`src/design/owm_pkg.sv`:
```
// ----------------------------------------------------------------------------
// owm_pkg: shared types and constants of the 1-Wire bus master
// Field widths, command, drive and status codes, phase encoding and the
// reset values of the slot timing registers.
// ----------------------------------------------------------------------------
`default_nettype none

package owm_pkg;

  localparam int MAX_BITS_DEF   = 64;
  localparam int TIME_WIDTH_DEF = 10;

  localparam int REQ_W    = 2;
  localparam int COUNT_W  = 7;
  localparam int DATA_W   = 64;
  localparam int DRIVE_W  = 2;
  localparam int STATUS_W = 2;

  localparam int NUM_REGS  = 8;
  localparam int REG_IDX_W = 3;

  typedef enum logic [REG_IDX_W-1:0] {
    REG_RESET_LOW     = 3'd0,
    REG_PRESENCE_WAIT = 3'd1,
    REG_PRESENCE_HOLD = 3'd2,
    REG_WR_ONE_LOW    = 3'd3,
    REG_WR_ONE_REL    = 3'd4,
    REG_WR_ZERO_LOW   = 3'd5,
    REG_RD_SAMPLE     = 3'd6,
    REG_RD_REST       = 3'd7
  } reg_idx_t;

  localparam int REG_DEFAULT [NUM_REGS] = '{500, 60, 240, 5, 50, 60, 5, 45};

  typedef enum logic [REQ_W-1:0] {
    REQ_NONE  = 2'd0,
    REQ_RESET = 2'd1,
    REQ_WRITE = 2'd2,
    REQ_READ  = 2'd3
  } req_t;

  typedef enum logic [DRIVE_W-1:0] {
    DRV_RELEASE = 2'd0,
    DRV_LOW     = 2'd1,
    DRV_HIGH    = 2'd2
  } drive_t;

  typedef enum logic [STATUS_W-1:0] {
    ST_OK           = 2'd0,
    ST_NO_PRESENCE  = 2'd1,
    ST_NOT_RELEASED = 2'd2
  } status_t;

  typedef enum logic [3:0] {
    PH_IDLE     = 4'd0,
    PH_RST_LOW  = 4'd1,
    PH_RST_WAIT = 4'd2,
    PH_RST_HOLD = 4'd3,
    PH_WR_REC   = 4'd4,
    PH_WR_LOW   = 4'd5,
    PH_WR_REL   = 4'd6,
    PH_RD_REC   = 4'd7,
    PH_RD_LOW   = 4'd8,
    PH_RD_WAIT  = 4'd9,
    PH_RD_REST  = 4'd10
  } phase_t;

endpackage

`default_nettype wire

```
`src/design/owm_in_if.sv`:
```
// ----------------------------------------------------------------------------
// owm_in_if: tick channel of the 1-Wire bus master
// Valid/ready channel carrying the command fields and the sampled line level.
// ----------------------------------------------------------------------------
`default_nettype none

interface owm_in_if import owm_pkg::*; ();
  logic               valid;
  logic               ready;
  logic [REQ_W-1:0]   req_type;
  logic [COUNT_W-1:0] bit_count;
  logic [DATA_W-1:0]  write_data;
  logic               line_in;

  modport source (output valid, output req_type, output bit_count,
                  output write_data, output line_in, input ready);
  modport sink   (input valid, input req_type, input bit_count,
                  input write_data, input line_in, output ready);
endinterface

`default_nettype wire

```
`src/design/owm_out_if.sv`:
```
// ----------------------------------------------------------------------------
// owm_out_if: result channel of the 1-Wire bus master
// Valid/ready channel carrying line drive, busy, done, status and read word.
// ----------------------------------------------------------------------------
`default_nettype none

interface owm_out_if import owm_pkg::*; ();
  logic                valid;
  logic                ready;
  logic [DRIVE_W-1:0]  line_drive;
  logic                busy_res;
  logic                done_res;
  logic [STATUS_W-1:0] status;
  logic [DATA_W-1:0]   read_data;

  modport source (output valid, output line_drive, output busy_res,
                  output done_res, output status, output read_data, input ready);
  modport sink   (input valid, input line_drive, input busy_res,
                  input done_res, input status, input read_data, output ready);
endinterface

`default_nettype wire

```
`src/design/owm_regs.sv`:
```
// ----------------------------------------------------------------------------
// owm_regs: slot timing register bank
// Eight timing registers written through the plain configuration port.
// ----------------------------------------------------------------------------
`default_nettype none

module owm_regs import owm_pkg::*; #(
  parameter int TIME_WIDTH = TIME_WIDTH_DEF
) (
  input  wire logic                  clk,
  input  wire logic                  rst_n,
  input  wire logic                  cfg_we,
  input  wire logic [REG_IDX_W-1:0]  cfg_index,
  input  wire logic [TIME_WIDTH-1:0] cfg_data,
  output logic      [TIME_WIDTH-1:0] timing [NUM_REGS]
);

  logic [TIME_WIDTH-1:0] timing_r [NUM_REGS];

  always_ff @(posedge clk) begin
    if (!rst_n) begin
      for (int i = 0; i < NUM_REGS; i++) begin
        // defaults keep only the bits that fit the timer width
        timing_r[i] <= TIME_WIDTH'(REG_DEFAULT[i]);
      end
    end else if (cfg_we) begin
      timing_r[cfg_index] <= cfg_data;
    end
  end

  assign timing = timing_r;

endmodule

`default_nettype wire

```
`src/design/owm_in_stage.sv`:
```
// ----------------------------------------------------------------------------
// owm_in_stage: input register
// Registers one tick beat; takes the next beat while the held one moves on.
// ----------------------------------------------------------------------------
`default_nettype none

module owm_in_stage import owm_pkg::*; (
  input  wire logic clk,
  input  wire logic rst_n,
  owm_in_if.sink    up,
  owm_in_if.source  dn
);

  logic               valid_r;
  logic [REQ_W-1:0]   req_r;
  logic [COUNT_W-1:0] count_r;
  logic [DATA_W-1:0]  wdata_r;
  logic               line_r;
  logic               take;

  assign up.ready = !valid_r || dn.ready;
  assign take     = up.valid && up.ready;

  always_ff @(posedge clk) begin
    if (!rst_n) begin
      valid_r <= 1'b0;
    end else if (take) begin
      valid_r <= 1'b1;
    end else if (dn.ready) begin
      valid_r <= 1'b0;
    end
  end

  always_ff @(posedge clk) begin
    if (take) begin
      req_r   <= up.req_type;
      count_r <= up.bit_count;
      wdata_r <= up.write_data;
      line_r  <= up.line_in;
    end
  end

  assign dn.valid      = valid_r;
  assign dn.req_type   = req_r;
  assign dn.bit_count  = count_r;
  assign dn.write_data = wdata_r;
  assign dn.line_in    = line_r;

endmodule

`default_nettype wire

```
`src/design/owm_core.sv`:
```
// ----------------------------------------------------------------------------
// owm_core: bus sequencer and result register
// Advances the reset, write and read slot sequencer by one tick per beat and
// registers that tick's drive, busy, done, status and read word.
// ----------------------------------------------------------------------------
`default_nettype none

module owm_core import owm_pkg::*; #(
  parameter int MAX_BITS   = MAX_BITS_DEF,
  parameter int TIME_WIDTH = TIME_WIDTH_DEF
) (
  input  wire logic                  clk,
  input  wire logic                  rst_n,
  input  wire logic [TIME_WIDTH-1:0] timing [NUM_REGS],
  owm_in_if.sink                     up,
  owm_out_if.source                  dn
);

  localparam int BW = $clog2(MAX_BITS + 1);
  localparam int SW = $clog2(MAX_BITS);

  phase_t                phase_r,  phase_nxt;
  logic [TIME_WIDTH-1:0] tick_r,   tick_nxt;
  logic [BW-1:0]         left_r,   left_nxt;
  logic [BW-1:0]         total_r,  total_nxt;
  logic [MAX_BITS-1:0]   shift_r,  shift_nxt;
  req_t                  kind_r,   kind_nxt;
  status_t               status_r, status_nxt;

  logic                  out_valid_r;
  drive_t                drive_r,  drive_nxt;
  logic                  busy_r,   busy_nxt;
  logic                  done_r,   done_nxt;
  logic [DATA_W-1:0]     rdata_r,  rdata_nxt;

  logic                  fire;

  assign up.ready = !out_valid_r || dn.ready;
  assign fire     = up.valid && up.ready;

  always_comb begin
    req_t                  req;
    logic [COUNT_W-1:0]    cnt;
    logic [TIME_WIDTH-1:0] dur;
    logic [TIME_WIDTH:0]   tick_inc;
    logic                  over;
    logic [SW-1:0]         align;

    req        = req_t'(up.req_type);
    cnt        = up.bit_count;
    phase_nxt  = phase_r;
    tick_nxt   = tick_r;
    left_nxt   = left_r;
    total_nxt  = total_r;
    shift_nxt  = shift_r;
    kind_nxt   = kind_r;
    status_nxt = status_r;
    drive_nxt  = DRV_RELEASE;
    done_nxt   = 1'b0;

    // take a command on an idle tick; this tick already runs the operation
    if (phase_r == PH_IDLE && req != REQ_NONE) begin
      if (cnt == '0) begin
        cnt = COUNT_W'(1);
      end else if (cnt > COUNT_W'(MAX_BITS)) begin
        cnt = COUNT_W'(MAX_BITS);
      end
      kind_nxt   = req;
      status_nxt = ST_OK;
      tick_nxt   = '0;
      left_nxt   = BW'(cnt);
      total_nxt  = BW'(cnt);
      if (req == REQ_RESET) begin
        phase_nxt = PH_RST_LOW;
        shift_nxt = '0;
      end else if (req == REQ_WRITE) begin
        phase_nxt = PH_WR_REC;
        shift_nxt = up.write_data[MAX_BITS-1:0];
      end else begin
        phase_nxt = PH_RD_REC;
        shift_nxt = '0;
      end
    end

    busy_nxt = (phase_nxt != PH_IDLE);

    // duration of the current phase
    case (phase_nxt)
      PH_RST_LOW:  dur = timing[REG_RESET_LOW];
      PH_RST_WAIT: dur = timing[REG_PRESENCE_WAIT];
      PH_RST_HOLD: dur = timing[REG_PRESENCE_HOLD];
      PH_WR_LOW:   dur = shift_nxt[0] ? timing[REG_WR_ONE_LOW] : timing[REG_WR_ZERO_LOW];
      PH_WR_REL:   dur = shift_nxt[0] ? timing[REG_WR_ONE_REL] : TIME_WIDTH'(1);
      PH_RD_WAIT:  dur = timing[REG_RD_SAMPLE];
      PH_RD_REST:  dur = timing[REG_RD_REST];
      default:     dur = TIME_WIDTH'(1);
    endcase

    tick_inc = {1'b0, tick_nxt} + (TIME_WIDTH+1)'(1);
    over     = (tick_inc >= {1'b0, dur});
    align    = SW'(BW'(MAX_BITS) - total_nxt);

    unique case (phase_nxt)
      PH_RST_LOW: begin
        drive_nxt = DRV_LOW;
        if (over) phase_nxt = PH_RST_WAIT;
      end
      PH_RST_WAIT: begin
        if (over) begin
          if (up.line_in) begin
            status_nxt = ST_NO_PRESENCE;
            done_nxt   = 1'b1;
            phase_nxt  = PH_IDLE;
          end else begin
            phase_nxt = PH_RST_HOLD;
          end
        end
      end
      PH_RST_HOLD: begin
        if (over) begin
          status_nxt = up.line_in ? ST_OK : ST_NOT_RELEASED;
          done_nxt   = 1'b1;
          phase_nxt  = PH_IDLE;
        end
      end
      PH_WR_REC: begin
        if (over) phase_nxt = PH_WR_LOW;
      end
      PH_WR_LOW: begin
        drive_nxt = DRV_LOW;
        if (over) phase_nxt = PH_WR_REL;
      end
      PH_WR_REL: begin
        if (over) begin
          shift_nxt = shift_nxt >> 1;
          left_nxt  = left_nxt - BW'(1);
          if (left_nxt == '0) begin
            done_nxt  = 1'b1;
            phase_nxt = PH_IDLE;
          end else begin
            phase_nxt = PH_WR_REC;
          end
        end
      end
      PH_RD_REC: begin
        if (over) phase_nxt = PH_RD_LOW;
      end
      PH_RD_LOW: begin
        drive_nxt = DRV_LOW;
        if (over) phase_nxt = PH_RD_WAIT;
      end
      PH_RD_WAIT: begin
        if (over) begin
          // sample enters at the top; realigned at the end of the read
          shift_nxt = {up.line_in, shift_nxt[MAX_BITS-1:1]};
          phase_nxt = PH_RD_REST;
        end
      end
      PH_RD_REST: begin
        if (over) begin
          left_nxt = left_nxt - BW'(1);
          if (left_nxt == '0) begin
            shift_nxt = shift_nxt >> align;
            done_nxt  = 1'b1;
            phase_nxt = PH_IDLE;
          end else begin
            phase_nxt = PH_RD_REC;
          end
        end
      end
      default: begin
        phase_nxt = PH_IDLE;
        over      = 1'b1;
      end
    endcase

    tick_nxt  = over ? '0 : tick_inc[TIME_WIDTH-1:0];
    rdata_nxt = (phase_nxt == PH_IDLE && kind_nxt == REQ_READ) ? DATA_W'(shift_nxt) : '0;
  end

  always_ff @(posedge clk) begin
    if (!rst_n) begin
      phase_r     <= PH_IDLE;
      tick_r      <= '0;
      left_r      <= '0;
      total_r     <= '0;
      shift_r     <= '0;
      kind_r      <= REQ_NONE;
      status_r    <= ST_OK;
      out_valid_r <= 1'b0;
    end else begin
      if (fire) begin
        phase_r     <= phase_nxt;
        tick_r      <= tick_nxt;
        left_r      <= left_nxt;
        total_r     <= total_nxt;
        shift_r     <= shift_nxt;
        kind_r      <= kind_nxt;
        status_r    <= status_nxt;
        out_valid_r <= 1'b1;
      end else if (dn.ready) begin
        out_valid_r <= 1'b0;
      end
    end
  end

  // hold the result beat until it is taken
  always_ff @(posedge clk) begin
    if (fire) begin
      drive_r <= drive_nxt;
      busy_r  <= busy_nxt;
      done_r  <= done_nxt;
      rdata_r <= rdata_nxt;
    end
  end

  assign dn.valid      = out_valid_r;
  assign dn.line_drive = drive_r;
  assign dn.busy_res   = busy_r;
  assign dn.done_res   = done_r;
  assign dn.status     = status_r;
  assign dn.read_data  = rdata_r;

endmodule

`default_nettype wire

```
`src/design/onewire_bus_master.sv`:
```
// ----------------------------------------------------------------------------
// onewire_bus_master: 1-Wire bus master, one beat per microsecond tick
// Reset with presence check, write and read of up to MAX_BITS bits, with
// slot timings from eight configuration registers.
// ----------------------------------------------------------------------------
//  port       dir  kind          carries
//  in_ch      in   valid/ready   req_type, bit_count, write_data, line_in
//  out_ch     out  valid/ready   line_drive, busy_res, done_res, status, read_data
//  cfg_*      in   write only    cfg_we, cfg_index, cfg_data
//
//  Every tick beat gives exactly one result beat; it passes the input register,
//  then the sequencer and result register.
//  A beat can be taken every cycle while result beats are taken; the sequencer advances one step per beat.
//  A result beat that is not taken holds the result register; once the input
//  register is also full, in_ch.ready drops.
//  Synchronous reset leaves the sequencer idle and loads default timings.
// ----------------------------------------------------------------------------
`default_nettype none

module onewire_bus_master import owm_pkg::*; #(
  parameter int MAX_BITS   = MAX_BITS_DEF,
  parameter int TIME_WIDTH = TIME_WIDTH_DEF
) (
  input  wire logic                  clk,
  input  wire logic                  rst_n,
  owm_in_if.sink                     in_ch,
  owm_out_if.source                  out_ch,
  input  wire logic                  cfg_we,
  input  wire logic [REG_IDX_W-1:0]  cfg_index,
  input  wire logic [TIME_WIDTH-1:0] cfg_data
);

  logic [TIME_WIDTH-1:0] timing [NUM_REGS];

  owm_in_if link_ch ();

  owm_regs #(
    .TIME_WIDTH (TIME_WIDTH)
  ) u_regs (
    .clk       (clk),
    .rst_n     (rst_n),
    .cfg_we    (cfg_we),
    .cfg_index (cfg_index),
    .cfg_data  (cfg_data),
    .timing    (timing)
  );

  owm_in_stage u_in_stage (
    .clk   (clk),
    .rst_n (rst_n),
    .up    (in_ch),
    .dn    (link_ch)
  );

  owm_core #(
    .MAX_BITS   (MAX_BITS),
    .TIME_WIDTH (TIME_WIDTH)
  ) u_core (
    .clk    (clk),
    .rst_n  (rst_n),
    .timing (timing),
    .up     (link_ch),
    .dn     (out_ch)
  );

endmodule

`default_nettype wire
```
`src/flat_wrapper.sv`:
```
// flat-port wrapper written by rule: the top's interface ports become plain ports
module onewire_bus_master_flat import owm_pkg::*;
#(
  parameter int MAX_BITS   = MAX_BITS_DEF,
  parameter int TIME_WIDTH = TIME_WIDTH_DEF
)
  (clk, rst_n, cfg_we, cfg_index, cfg_data, in_ch_valid, in_ch_req_type, in_ch_bit_count, in_ch_write_data, in_ch_line_in, in_ch_ready, out_ch_valid, out_ch_line_drive, out_ch_busy_res, out_ch_done_res, out_ch_status, out_ch_read_data, out_ch_ready);
  owm_in_if in_ch_i ();
  owm_out_if out_ch_i ();
  input  wire logic clk;
  input  wire logic rst_n;
  input  wire logic cfg_we;
  input  wire logic [REG_IDX_W-1:0] cfg_index;
  input  wire logic [TIME_WIDTH-1:0] cfg_data;
  input wire logic [$bits(in_ch_i.valid)-1:0] in_ch_valid;
  input wire logic [$bits(in_ch_i.req_type)-1:0] in_ch_req_type;
  input wire logic [$bits(in_ch_i.bit_count)-1:0] in_ch_bit_count;
  input wire logic [$bits(in_ch_i.write_data)-1:0] in_ch_write_data;
  input wire logic [$bits(in_ch_i.line_in)-1:0] in_ch_line_in;
  output wire logic [$bits(in_ch_i.ready)-1:0] in_ch_ready;
  output wire logic [$bits(out_ch_i.valid)-1:0] out_ch_valid;
  output wire logic [$bits(out_ch_i.line_drive)-1:0] out_ch_line_drive;
  output wire logic [$bits(out_ch_i.busy_res)-1:0] out_ch_busy_res;
  output wire logic [$bits(out_ch_i.done_res)-1:0] out_ch_done_res;
  output wire logic [$bits(out_ch_i.status)-1:0] out_ch_status;
  output wire logic [$bits(out_ch_i.read_data)-1:0] out_ch_read_data;
  input wire logic [$bits(out_ch_i.ready)-1:0] out_ch_ready;
  assign in_ch_i.valid = in_ch_valid;
  assign in_ch_i.req_type = in_ch_req_type;
  assign in_ch_i.bit_count = in_ch_bit_count;
  assign in_ch_i.write_data = in_ch_write_data;
  assign in_ch_i.line_in = in_ch_line_in;
  assign in_ch_ready = in_ch_i.ready;
  assign out_ch_valid = out_ch_i.valid;
  assign out_ch_line_drive = out_ch_i.line_drive;
  assign out_ch_busy_res = out_ch_i.busy_res;
  assign out_ch_done_res = out_ch_i.done_res;
  assign out_ch_status = out_ch_i.status;
  assign out_ch_read_data = out_ch_i.read_data;
  assign out_ch_i.ready = out_ch_ready;
  onewire_bus_master #(.MAX_BITS(MAX_BITS), .TIME_WIDTH(TIME_WIDTH)) u_core (.clk(clk), .rst_n(rst_n), .in_ch(in_ch_i), .out_ch(out_ch_i), .cfg_we(cfg_we), .cfg_index(cfg_index), .cfg_data(cfg_data));
endmodule
```
`config.mk`:
```
export PLATFORM = sky130hd
export DESIGN_NAME = onewire_bus_master_flat
export DESIGN_NICKNAME = d
export VERILOG_FILES = /design/src/design/owm_pkg.sv /design/src/design/owm_in_if.sv /design/src/design/owm_out_if.sv /design/src/design/owm_regs.sv /design/src/design/owm_in_stage.sv /design/src/design/owm_core.sv /design/src/design/onewire_bus_master.sv /design/src/flat_wrapper.sv
export SDC_FILE = /design/constraint.sdc
export NUM_CORES = 1
export LEC_CHECK = 0
export BUFFER_PORTS_ARGS = -buffer_cell sky130_fd_sc_hd__clkbuf_2
export CAP_MARGIN = 0
export CELL_PAD_IN_SITES_DETAIL_PLACEMENT = 1
export CELL_PAD_IN_SITES_GLOBAL_PLACEMENT = 1
export CORE_ASPECT_RATIO = 1.2
export CORE_MARGIN = 2
export CORE_UTILIZATION = 43
export CTS_CLUSTER_SIZE = 16
export DETAILED_ROUTE_END_ITERATION = 8
export PLACE_DENSITY = 0.9
export SLEW_MARGIN = 20
export SYNTH_ARGS = -nofsm -noshare
export SYNTH_HDL_FRONTEND = slang
export SYNTH_HIERARCHICAL = 1
export SYNTH_SLANG_ARGS = --single-unit
```
`constraint.sdc`:
```
create_clock -name clk -period 5.7 [get_ports clk]
set_input_delay 0.285 -clock clk [delete_from_list [all_inputs] [get_ports clk]]
set_output_delay 0.285 -clock clk [all_outputs]
set_load 0.05 [all_outputs]
```
-- After elaboration in Yosys (flattened, before gate mapping)
Cells that the tools add are included.
- add/subtract/negate cells: 3
- magnitude comparators: 4
- equal/unequal tests: 13
- shift operators: 1
- mux-type cells: 58
- bitwise logic cells: 1
- reduce and logical (&&, ||, !) cells: 20
- operators with widths (operator ; count):
    $mux W64 ; 7
    $pmux W64 S3 ; 1
    $bwmux W80 ; 1
    $pmux W10 S7 ; 1
    $shr A64 B6 Y64 ; 1
    $mux W10 ; 5
    $mux W4 ; 11
    $mux W7 ; 6
    $pmux W4 S10 ; 1
    $demux W10 S3 ; 1
    $eq A4 B3 Y1 const B ; 4
    $mux W2 ; 8
    $logic_not A7 Y1 ; 2
    $eq A4 B4 Y1 const B ; 3
    $add A10 B1 Y11 const B ; 1
    $ge A11 B10 Y1 ; 1
    $mux W1 ; 11
    $reduce_or A10 Y1 ; 1
    $mux W3 ; 3
    $eq A4 B2 Y1 const B ; 2
    $logic_not A4 Y1 ; 2
    $gt A7 B7 Y1 const B ; 1
    $sub A7 B1 Y7 const B ; 1
    $reduce_bool A2 Y1 ; 3
    15 further kinds ; 22
- bits in registers: 320
- input bits: 92
- output and inout bits: 72
- logic and storage cells: 125

-- Depth between registers and ports, before layout
- depth in word-level cells: 11
- gate-level depth with buffers: 31
- mapped depth without buffers: 23

-- Cells and area by module
Netlist, hierarchy kept.
- by module, submodules not included (module ; times used ; cells each ; area an instance (µm²) ; seq. area each (µm²)):
    owm_core ; 1 ; 1863 ; 15056.9 ; 3933.8
    owm_regs ; 1 ; 292 ; 3093.0 ; 1601.5
    owm_in_stage ; 1 ; 79 ; 2279.7 ; 2242.2

-- Least setup slack after synthesis
No wires, ideal clock.
- path kind: register -> register
- from: register u_core.u_in_stage.req_r[0] (netlist: u_core/u_in_stage/dn.req_type[0])
- to: register u_core.u_core.rdata_r[31] (netlist: u_core/u_core/dn.read_data[31]) (data pin)
- library setup time: 263 ps
- arrival time: 5829 ps
- required time: 5437 ps
- slack: -392 ps
- cell stages (with the launch flop): 31
- path buffers: 9
- clock period less this slack: 6092 ps
- cells stage by stage: edfxtp_1 inv_1 ha_1 nor3_2 nand2_1 buf_2 buf_2 buf_2 buf_2 buf_1 clkbuf_1 nand2_1 inv_1 ha_1 nand3_1 nor2_1 and3_1 xnor2_1 nor2_1 ha_1 or2_2 a221o_1 a211oi_1 nand2_1 buf_2 nand2_1 buf_2 clkbuf_1 o32ai_1 a211oi_1 nor2_1
- cells in the longest elaborated chain, start to end: 11
- elaborated cells on any way between the ends: 54
- ends and longest elaborated chain (item ; line ; source):
    from (decl) ; owm_in_stage.sv:15 ; logic [REQ_W-1:0] req_r;
    from (signal assigned) ; owm_in_stage.sv:36 ; req_r <= up.req_type;
    $eq A2 B2 Y1 ; owm_core.sv:76 ; end else if (req == REQ_WRITE) begin
    $mux W2 or $mux W64 (tied branches) ; owm_core.sv:76 ;
    $mux W3 or $mux W64 (tied branches) ; owm_core.sv:73 ; if (req == REQ_RESET) begin
    $mux W4 or $mux W64 (tied branches) ; owm_core.sv:62 ; if (phase_r == PH_IDLE && req != REQ_NONE) begin
    $eq A4 B4 Y1 (tied with other cells) ; owm_core.sv:88, owm_core.sv:103 ;
    $pmux W10 S7 ; owm_core.sv:88 ; case (phase_nxt)
    $ge A11 B10 Y1 ; owm_core.sv:100 ; over = (tick_inc >= {1'b0, dur});
    $mux W4 (tied with other cells) ; owm_core.sv:160 ; if (over) begin
    $pmux W4 S10 ; owm_core.sv:103 ; unique case (phase_nxt)
    $logic_not A4 Y1 ; owm_core.sv:178 ; rdata_nxt = (phase_nxt == PH_IDLE && kind_nxt == REQ_READ) ? DATA_W'(shift_nxt) : '0;
    $logic_and A1 B1 Y1 ; owm_core.sv:178 ;
    to (signal assigned) ; owm_core.sv:213 ; rdata_r <= rdata_nxt;
    to (decl) ; owm_core.sv:34 ; logic [DATA_W-1:0] rdata_r, rdata_nxt;
Several ways; a longest one is shown, not always the timed one.
A chain may end at the register's enable or synchronous reset.

-- Worst setup path after layout
- from: register u_core.u_in_stage.req_r[0] (netlist: u_core/u_in_stage/dn.req_type[0])
- to: register u_core.u_core.rdata_r[7] (netlist: u_core/u_core/dn.read_data[7]) (data pin)
The elaborated chain is that of the path after synthesis.

==> impl_metrics.tcl <==
set metrics [dict create \
    pwr-share-clk 0.266 \
    grt_usage 0.418 \
    initial_utilization 0.435 \
    worstMarginPinSlew_ns 1.19 \
    via_per_inst 6.87 \
    route.detailed.drc 0 \
    max_freq_mhz 181 \
    ant_nets 0 \
    critical_path_class "flop to flop" \
    clockBufferDepth 3 \
    combPwrFrac 0.460 \
    fin_crit_ns 5.53 \
    finalSetupViolCount 0 \
    slew_headroom 0.209 \
    synthCells 2234 \
    cts_made_buffers 36 \
    synthDominantCellAreaShare 0.207 \
    synth_seq_cells 318 \
    syn_area_um2 20400 \
    gp_congestion 1.03 \
    cp.arrival_ns 5.96 \
    critical_path.max_fanout 47 \
    swShare 0.434 \
    cts_htree_levels 2 \
    synth-async-reset-ratio 0 \
    root_buffer "clkbuf_16" \
    boundaryPins 164 \
    vias 21700 \
    die_x_um 203 \
    hpwl_um 72900 \
    fillers 5296 \
    core_area_um2 46900 \
    finalInstanceArea_um2 24900 \
    final_cells 3160 \
    setup_slack_ns 0.173 \
    wl_um 106000 \
    end_kind "flop" \
    clk_pin_slew_ns 0.07 \
    leakage_nw 9.60 \
    intPower_mw 5.39 \
    drt_iter0_markers 2421 \
    p_sw_mw 4.13 \
    ys_types 100 \
    vdd_drop_max_mv 0.284 \
    rows 87 \
    finalSetupTns_ns 0 \
    dp_cells 3002 \
    cap_violations 0 \
    grt_antenna_before_repair 3 \
    required_ns 6.14 \
    syn-mean-instance-area_um2 9.14 \
    grt_pass1_wl_um 152000 \
    synth_common_cells "241 x nor2_1, 213 x nand2_1, 200 x a21oi_1" \
    total_power_mw 9.52 \
    firstDrtPassIters 7 \
    cts_sinks 318 \
    yosysWarnings 6 \
    drive_gt1_frac 0.227 \
    synthTopCellsByArea "edfxtp_1 21%, dfxtp_1 17%, mux2i_1 9.4%" \
    synth.most_common_cell "nor2_1" \
    synth-seq-area-share 0.381 \
    die_y_um 243 \
    first_global_vias 22500 \
    gr-total-overflow 0 \
    finalHoldViolations 0 \
    syn_nets 2344 \
    portBuffers 162 \
    fin_crit_sh 0.970 \
    min_path_type "input pin to flop" \
    pwr-share-seq 0.273 \
    finClkSkew_ns 0.0253 \
    placed_area_um2 22500 \
    fin_hold_ws_ns 0.0232 \
    synthFlopType "dfxtp_1" \
    status "finished clean" \
    routedWlPerCell_um 33.4 \
    utilization 0.532 \
    yosys.area.top_type "edfxtp_1" \
    place_ws_ns -0.111 \
    grt_max_degree 78 \
    clock_latency_ns 0.58 \
    cellPowerDensity_nw_per_um2 382 \
    finalMaxSlewViolations 0 \
    critPathLaunchType "flop" \
    synth_edf_count 141 \
    dieArea_um2 49300 \
    area_growth_pct 22.1 \
    tritoncts "yes" \
    fin_nets 2618 \
]
[layout make-up]
cell class / count / area [µm²] / share of cell area
Clock inverter: 24 / 297 / 0.0119
Clock buffer: 42 / 943 / 0.0378
Sequential cell: 318 / 7780 / 0.312
Multi-Input combinational cell: 1713 / 11900 / 0.476
Timing Repair Buffer: 426 / 3210 / 0.129
Antenna cell: 1 / 2.50 / 0.000100
Inverter: 13 / 53.8 / 0.00216
Tap cell: 623 / 779 / 0.0312
[power by group through the flow]
| stage | Sequential, mW | Clock [mW] | Combinational (mW) |
|---|---|---|---|
| floorplan | 2.67 | 0 | 2.30 |
| global placement | 2.63 | 0 | 3.97 |
| detailed placement | 2.64 | 0 | 4.01 |
| CTS | 2.59 | 2.53 | 4.09 |
| global route | 2.61 | 2.64 | 4.48 |
| finish | 2.60 | 2.54 | 4.38 |
[flip-flops by register name, indices dropped and copies added (netlist names), 4 cells and up]
register	count
u_core/u_regs/timing	80
u_core/u_core/dn.read_data	64
u_core/u_core/shift_r	64
u_core/u_in_stage/dn.write_data	64
u_core/u_core/tick_r	10
u_core/u_core/left_r	7
u_core/u_in_stage/dn.bit_count	7
u_core/u_core/total_r	6
u_core/u_core/phase_r	4
[worst paths after layout]
path	from	endpoint	cells after the start	slack [ns]
max	u_core/u_in_stage/dn.req_type[0]$_DFFE_PP_	u_core/u_core/dn.read_data[7]$_SDFFCE_PN0P_	22	0.17
min	cfg_data[2]	u_core/u_regs/timing[52]$_SDFFE_PN0P_	3	0.02
max reg2reg	u_core/u_in_stage/dn.req_type[0]$_DFFE_PP_	u_core/u_core/dn.read_data[7]$_SDFFCE_PN0P_	22	0.17
min reg2reg	u_core/u_regs/timing[51]$_SDFFE_PN0P_	u_core/u_regs/timing[51]$_SDFFE_PN0P_	2	0.47
[repair_timing]
| action | CTS | global route |
|---|---|---|
| pin swaps | 0 | 5 |
| hold endpoints to repair | 75 | 0 |
| buffers inserted | 0 | 11 |
| resized for setup | 7 | 42 |
| setup endpoints to repair | 59 | 117 |
| hold buffers | 75 | 0 |
| gates cloned | 0 | 3 |
[per-layer routing]
metal | vias up | global-route usage | share of wire
li1 | 9018 | - | -
met1 | 10700 | 0.463 | 0.35
met2 | 1481 | 0.704 | 0.48
met3 | 544 | 0.0798 | 0.081
met4 | 4 | 0.326 | 0.097
met5 | - | 0 | 0.00021
[kinds of logic after synthesis]
logic type                 Yosys count  synth area share
AOI/OAI and AO/OA                  670             0.221
xor gates and xnor gates            17           0.00729
adders and majority gates           18            0.0110
buffers and inverters              203            0.0501
DFF                                318             0.381
muxes                              263             0.154
other                                1          0.000184
and+or+nand+nor                    744             0.177
[critical path, stage by stage, from the launching register on]
cell	delay (ns)
edfxtp_1	0.39
inv_1	0.12
ha_2	0.24
nor3_4	0.29
buf_4	0.18
buf_4	0.45
a21oi_1	0.20
a21o_2	0.26
ha_1	0.27
inv_1	0.12
nor3_2	0.05
buf_4	0.17
a211oi_4	0.40
buf_12	0.31
nand3_1	0.13
a21oi_1	0.20
a211oi_1	0.11
mux2i_1	0.40
buf_4	0.21
nor2_1	0.05
o31ai_2	0.42
buf_4	0.22
nor2b_1	0.12
[cells in the final DEF (no fill, tap or decap), types with 75 or more instances in the layout]
cell and instances:
dlygate4sd3_1 75, o21ai_0 91, nor2_1 234, mux2i_1 192, buf_4 170, dfxtp_1 176
a21oi_1 192, edfxtp_1 141, nand2_1 210, clkbuf_2 161
Note: power is estimated with default switching activity, not from simulation.
